`config.mk`:
```
export PLATFORM = sky130hd
export DESIGN_NAME = chs_ctrl
export DESIGN_NICKNAME = d
export VERILOG_FILES = /design/src/rtl/chs_pkg.sv /design/src/rtl/chs_ctrl.sv
export SDC_FILE = /design/constraint.sdc
export NUM_CORES = 1
export LEC_CHECK = 0
export BUFFER_PORTS_ARGS = -buffer_cell sky130_fd_sc_hd__buf_4
export CAP_MARGIN = 10
export CELL_PAD_IN_SITES_DETAIL_PLACEMENT = 1
export CELL_PAD_IN_SITES_GLOBAL_PLACEMENT = 2
export CORE_MARGIN = 1
export CORE_UTILIZATION = 30
export DETAILED_ROUTE_END_ITERATION = 7
export PLACE_DENSITY_LB_ADDON = 0.12
export SYNTH_ARGS = -nofsm -noshare
export SYNTH_HDL_FRONTEND = slang
export SYNTH_SLANG_ARGS = --single-unit
```
`constraint.sdc`:
```
create_clock -name clk -period 2.21 [get_ports clk]
set_input_delay 0.5525 -clock clk [delete_from_list [all_inputs] [get_ports clk]]
set_output_delay 0.5525 -clock clk [all_outputs]
set_load 0.005 [all_outputs]
```
`src/rtl/chs_pkg.sv`:
```
// Package for the chained hash set engine: command and status codes,
// plus the control and status bundles between controller and datapath. No dependencies.
`timescale 1ns / 1ps
`default_nettype none
package chs_pkg;

    typedef enum logic [1:0] {
        CMD_INSERT = 2'd0,
        CMD_LOOKUP = 2'd1,
        CMD_REMOVE = 2'd2,
        CMD_CLEAR  = 2'd3
    } cmd_t;

    typedef enum logic [2:0] {
        ST_INSERTED = 3'd0,
        ST_PRESENT  = 3'd1,
        ST_FULL     = 3'd2,
        ST_FOUND    = 3'd3,
        ST_ABSENT   = 3'd4,
        ST_REMOVED  = 3'd5,
        ST_CLEARED  = 3'd6
    } status_t;

    typedef struct packed {
        logic    take;        // latch key, start bucket reduction
        logic    sweep_start; // restart the clearing sweep
        logic    sweep_step;  // write one sweep row
        logic    ld_cur;      // load chain head into walk pointer
        logic    advance;     // step walk pointer along chain
        logic    rd_free;     // read link of free head
        logic    ins_write;   // link new entry at chain head
        logic    rem_unlink;  // bypass found entry
        logic    rem_free;    // push found entry on free list
        logic    note;        // capture result code
        status_t note_status;
        logic    emit;        // load output register
    } ctl_t;

    typedef struct packed {
        logic sweep_last;
        logic mod_done;
        logic cur_end;
        logic key_match;
        logic pool_empty;
        logic out_busy;
    } stat_t;

endpackage
`default_nettype wire

```
`src/rtl/chs_ctrl.sv`:
```
// Controller state machine: sequences hashing, chain walk, updates and sweep.
// Depends on chs_pkg.
`timescale 1ns / 1ps
`default_nettype none
module chs_ctrl (
    input  wire logic           clk,
    input  wire logic           rst_n,
    input  wire logic           in_valid,
    output      logic           in_ready,
    input  wire logic [1:0]     in_cmd,
    input  wire chs_pkg::stat_t stat,
    output      chs_pkg::ctl_t  ctl
);
    import chs_pkg::*;

    typedef enum logic [10:0] {
        S_CLR  = 11'b000_0000_0001,
        S_IDLE = 11'b000_0000_0010,
        S_HASH = 11'b000_0000_0100,
        S_HEAD = 11'b000_0000_1000,
        S_LOAD = 11'b000_0001_0000,
        S_WALK = 11'b000_0010_0000,
        S_CMP  = 11'b000_0100_0000,
        S_INSR = 11'b000_1000_0000,
        S_INSW = 11'b001_0000_0000,
        S_REMF = 11'b010_0000_0000,
        S_RES  = 11'b100_0000_0000
    } state_t;

    state_t state_reg, state_next;
    cmd_t   cmd_reg, cmd_next;
    logic   report_reg, report_next;

    assign in_ready = (state_reg == S_IDLE);

    always_comb
    begin
        state_next  = state_reg;
        cmd_next    = cmd_reg;
        report_next = report_reg;
        ctl         = '0;
        ctl.note_status = ST_INSERTED;
        unique case (state_reg)
            S_CLR:
            begin
                ctl.sweep_step = 1'b1;
                if (stat.sweep_last)
                begin
                    ctl.note        = 1'b1;
                    ctl.note_status = ST_CLEARED;
                    state_next      = report_reg ? S_RES : S_IDLE;
                end
            end
            S_IDLE:
            begin
                if (in_valid)
                begin
                    ctl.take    = 1'b1;
                    cmd_next    = cmd_t'(in_cmd);
                    report_next = 1'b1;
                    if (cmd_t'(in_cmd) == CMD_CLEAR)
                    begin
                        ctl.sweep_start = 1'b1;
                        state_next      = S_CLR;
                    end
                    else
                    begin
                        state_next = S_HASH;
                    end
                end
            end
            S_HASH:
            begin
                if (stat.mod_done)
                begin
                    state_next = S_HEAD;
                end
            end
            S_HEAD:
            begin
                state_next = S_LOAD;
            end
            S_LOAD:
            begin
                ctl.ld_cur = 1'b1;
                state_next = S_WALK;
            end
            S_WALK:
            begin
                if (!stat.cur_end)
                begin
                    state_next = S_CMP;
                end
                else if (cmd_reg != CMD_INSERT)
                begin
                    ctl.note        = 1'b1;
                    ctl.note_status = ST_ABSENT;
                    state_next      = S_RES;
                end
                else if (stat.pool_empty)
                begin
                    ctl.note        = 1'b1;
                    ctl.note_status = ST_FULL;
                    state_next      = S_RES;
                end
                else
                begin
                    ctl.rd_free = 1'b1;
                    state_next  = S_INSR;
                end
            end
            S_CMP:
            begin
                if (!stat.key_match)
                begin
                    ctl.advance = 1'b1;
                    state_next  = S_WALK;
                end
                else if (cmd_reg == CMD_INSERT)
                begin
                    ctl.note        = 1'b1;
                    ctl.note_status = ST_PRESENT;
                    state_next      = S_RES;
                end
                else if (cmd_reg == CMD_LOOKUP)
                begin
                    ctl.note        = 1'b1;
                    ctl.note_status = ST_FOUND;
                    state_next      = S_RES;
                end
                else
                begin
                    ctl.rem_unlink = 1'b1;
                    state_next     = S_REMF;
                end
            end
            S_INSR:
            begin
                // keep the free-head link on the read port for the write cycle
                ctl.rd_free = 1'b1;
                state_next  = S_INSW;
            end
            S_INSW:
            begin
                ctl.ins_write   = 1'b1;
                ctl.note        = 1'b1;
                ctl.note_status = ST_INSERTED;
                state_next      = S_RES;
            end
            S_REMF:
            begin
                ctl.rem_free    = 1'b1;
                ctl.note        = 1'b1;
                ctl.note_status = ST_REMOVED;
                state_next      = S_RES;
            end
            S_RES:
            begin
                if (!stat.out_busy)
                begin
                    ctl.emit   = 1'b1;
                    state_next = S_IDLE;
                end
            end
            default:
            begin
                state_next = S_IDLE;
            end
        endcase
    end

    always_ff @(posedge clk or negedge rst_n)
    begin
        if (!rst_n)
        begin
            state_reg  <= S_CLR;
            cmd_reg    <= CMD_INSERT;
            report_reg <= 1'b0;
        end
        else
        begin
            state_reg  <= state_next;
            cmd_reg    <= cmd_next;
            report_reg <= report_next;
        end
    end
endmodule
`default_nettype wire
```
==> After elaboration in Yosys (flattened, before gate mapping) <==
Cells that the tools add are included.
{ "op_classes": {"shift": 0, "n_bitwise": 0, "n_mul": 0, "n_mux": 40, "n_div": 0, "n_addsub": 0, "n_reduce_logical": 5, "n_lt_le_gt_ge": 0, "n_eq_ne": 17} }
{ "op_table": {"columns": ["op", "count"], "rows": [
  ["$mux W11", 11],
  ["$pmux W11 S10", 1],
  ["$mux W4", 7],
  ["$pmux W4 S5", 1],
  ["$mux W1", 16],
  ["$eq A11 B1 Y1 const B", 1],
  ["$eq A11 B10 Y1 const B", 1],
  ["$eq A11 B11 Y1 const B", 1],
  ["$eq A11 B2 Y1 const B", 1],
  ["$eq A11 B3 Y1 const B", 1],
  ["$eq A11 B4 Y1 const B", 1],
  ["$eq A11 B5 Y1 const B", 1],
  ["$eq A11 B6 Y1 const B", 1],
  ["$eq A11 B7 Y1 const B", 1],
  ["$eq A11 B8 Y1 const B", 1],
  ["$eq A11 B9 Y1 const B", 1],
  ["$ne A2 B2 Y1 const B", 4],
  ["$mux W2", 2],
  ["$reduce_and A4 Y1", 1],
  ["$mux W3", 1],
  ["$eq A2 B1 Y1 const B", 1],
  ["$eq A2 B2 Y1 const B", 1],
  ["$logic_not A2 Y1", 1],
  ["$pmux W1 S2", 1],
  ["3 further kinds", 3]
]} }
{ "word_totals": {"register_bits": 14, "mem_bits_rw": 0, "romBits": 0, "wordCells": 65, "inputBits": 11, "n_memories": 0, "latch_bits": 0} }

==> Longest topological paths before layout <==
{ "logic_depth": {"word_depth": 5, "mapped_depth": 6, "ltp_nobuf": 6} }

==> Worst setup path after synthesis <==
No wires, ideal clock.
{ "synth_path": {"kind": "reg2out", "start": "reg state_reg[1]", "end": "out ctl[1] (netlist name)", "arrival_ns": 1.564, "stages_incl_launch_ff": 6, "t_required_ns": 1.657, "path_slack_ns": 0.093, "cell_sequence": "dfrtp_1 -> nor4_4 -> nand3b_1 -> or3b_1 -> inv_1 -> or2_1"} }
{ "synth_lines": {"columns": ["element", "line_no", "rtl"], "rows": [
  ["start: declaration", "chs_ctrl.sv:30", "state_t state_reg, state_next;"],
  ["start signal: assignment", "chs_ctrl.sv:182", "state_reg <= state_next;"],
  ["end: declaration", "chs_ctrl.sv:12", "output chs_pkg::ctl_t ctl"]
]} }

==> results.yml <==
run_status:
  status: "finished, violations left"
  violations: "design-rule violations, negative setup slack"
logic_synthesis:
  synth_fp_nets: 110
  ys_seq_area_share_pct: 38.0
  syn_area_per_cell_sq_um: 9.34
  ys_warn_count: 0
  synth_ff_type: "dfrtp_1"
  yosys_register_bits: 14
  synth_edf_count: 0
  synth_cell_types: 45
  syn_inst: 99
  synth_area_sq_um: 925
  synth-async-reset-ratio_pct: 100
die:
  rows: 19
  ios: 26
  coreArea_sq_um: 2830
  dieHeight_microns: 57.5
  die_w_microns: 57.5
  initial_utilization_pct: 32.7
  die_area_sq_um: 3310
power:
  vdd_ir_drop_max_mv: 0.483
  p_sw_uw: 544
  power_frac_seq_pct: 29.4
  intPower_uw: 823
  power_density_nw_per_um2: 926
  p_leak_nw: 0.728
  pwr-share-comb_pct: 58.6
  pwr-share-clk_pct: 11.9
  swShare_pct: 39.8
worst_setup_path:
  cp-start-kind: "flop"
  rr_worst_depth: 6
  arrival_ns: 1.99
  worst_path_max_delay_cell: "dfstp_2"
  crit_start: "state_reg[0]"
  cp_max_fo: 6
  worstSetupPathType: "reg2out"
  max_stage_delay_ns: 0.61
  path_cells: "or4b_4 > or2_4 > inv_4 > nand2_4 > o211ai_1 > buf_4"
  r2r-start: "state_reg[0]"
  r2r_slack_ns: 0.19
  crit_required_ns: 1.66
  cp-end-kind: "primary output"
  r2r-end: "state_reg[1]"
job:
  drv_cap: 0
placement:
  portBuffers: 25
  dp_hpwl_mm: 2.20
  dp_slack_ns: -0.0364
  place.gp.congestion: 0.808
  placedCellCount: 173
clock_tree:
  clock-sinks: 14
  clock_latency_ns: 0.28
  cts_tree: "built"
  cts_buffer_depth: 2
  clockRootBuffer: "clkbuf_4"
  clkSlewWorstSetupHoldPaths_ns: 0.09
  htreeDepth: 1
  cts_buffers: 3
timing:
  slew_headroom_pct: 69.9
  fmax_mhz: 393
  finalHoldViolCount: 0
  final.setup_skew_ns: 0.00164
  period_needed_ns: 2.55
  period_share_pct: 115
  fin_ws_ns: -0.337
  tightest_slew_ns: 0.440
  finalSetupViolCount: 13
  rsz0062_at_grt: "yes"
  slew_violations: 0
finish:
  layout.cells.non_filler: 185
  diodes: 0
  area_growth_pct: 59.5
  final_nets: 166
  largest_reg_flops: 11
  drive_above_1_share_pct: 51.9
drt:
  via_count: 972
  ant_nets: 0
  drt-vias-per-instance: 5.25
  drt_first_pass_iters: 7
  drcViolationCount: 1
  wl_mm: 2.96
  wl_per_cell_microns: 16.0
  drt_iter0_markers: 18
grt:
  grt_pass1_wl_mm: 4.93
  grt_start_max_net_pins: 15
  grt_overflow_total: 0
  grt.total_usage_pct: 19.6
  grt_antenna_before_repair: 0
  grt_pass1_vias: 1020
hold_path:
  hold_class: "in2async"
[power groups by stage]
stage	Combinational (mW)	Clock, mW	Sequential, mW
after floorplan	0.370	0	0.387
after global placement	0.620	0	0.398
after detailed placement	0.636	0	0.405
after CTS	0.754	0.166	0.396
after global routing	0.871	0.174	0.415
final	0.801	0.163	0.402
[cells in the final DEF, fill, tap and decap left out, types with 4 or more instances in the layout]
cell type  instances
dfrtp_1           11
buf_6              4
nand2_1            8
nor2_1             9
nor3_1             4
buf_4             47
o21ai_0            4
[cell families (layout without fill, tap and decap cells)]
kind of cell              Yosys count  count (layout)  share of synthesized area, %
xor gates and xnor gates            2               2                          1.89
DFF                                14              14                          38.0
AOI/OAI and AO/OA                  15              15                          11.5
muxes                               2               2                          3.25
buffers and inverters               5              60                          2.16
and+or+nand+nor                    61              61                          43.2
[critical path: cells and delay by family, from the launching register on]
kind                   cells  cell delay, ns
buffers and inverters      2            0.21
AOI/OAI and AO/OA          1            0.09
and+or+nand+nor            3            0.80
DFF                        1            0.61
[routing by layer]
layer  global-route usage [%]  vias to the layer above  share of wire [%]
li1                         -                      475                  -
met1                     26.4                      481                 47
met4                     4.18                        0                  0
met2                     33.9                       16                 50
met3                     2.04                        0                2.6
met5                        0                        -                  0
[cell type report]
| type | instances | area (sq um) |
|---|---|---|
| clock buffer | 4 | 26.3 |
| tap | 31 | 38.8 |
| multi-input combinational | 80 | 636 |
| sequential | 14 | 354 |
| inverter | 5 | 22.5 |
| fill | 327 | 1350 |
| timing repair buffer | 51 | 398 |
[cells in the mapped netlist (all sizes together), types with 2 or more instances]
cell,count,area [sq um]
or2b,2,15.0
nand3,3,20.0
nand2,10,45.0
nor3,5,30.0
nor2b,2,12.5
nor2,9,33.8
o21ai,5,25.0
nand4,2,12.5
dfrtp,13,325
inv,4,15.0
nor4,5,58.8
and3,2,12.5
nor3b,6,45.0
or2,6,40.0
mux2,2,30.0
or4b,2,20.0
[through the flow]
stage	hold slack [ns]	area [sq um]	total power, mW	utilization (%)	setup TNS, ns
floorplan	0.257	925	0.757	-	0
global placement	0.421	1290	1.02	45.5	-0.0159
detailed placement	0.424	1290	1.04	45.5	-0.0376
CTS	0.110	1410	1.32	49.9	-2.90
global route	0.109	1480	1.46	52.1	-4.31
finish	0.108	1480	1.37	52.1	-2.85
[what timing repair did]
item | in CTS | in global routing
pin swaps | 9 | 2
setup endpoints to repair | 14 | 15
setup buffers | 7 | 1
hold buffers | 0 | 0
gates resized for setup | 13 | 12
[worst max-delay path by stage]
stage | cells past startpoint | endpoint | slack, ns
detailed placement | 6 | ctl[3] | -0.04
CTS | 6 | ctl[3] | -0.33
floorplan | 5 | ctl[1] | 0.09
global route | 6 | ctl[3] | -0.44
global placement | 6 | ctl[3] | -0.02
finish | 6 | ctl[3] | -0.34
(Power assumes the default switching activity.)
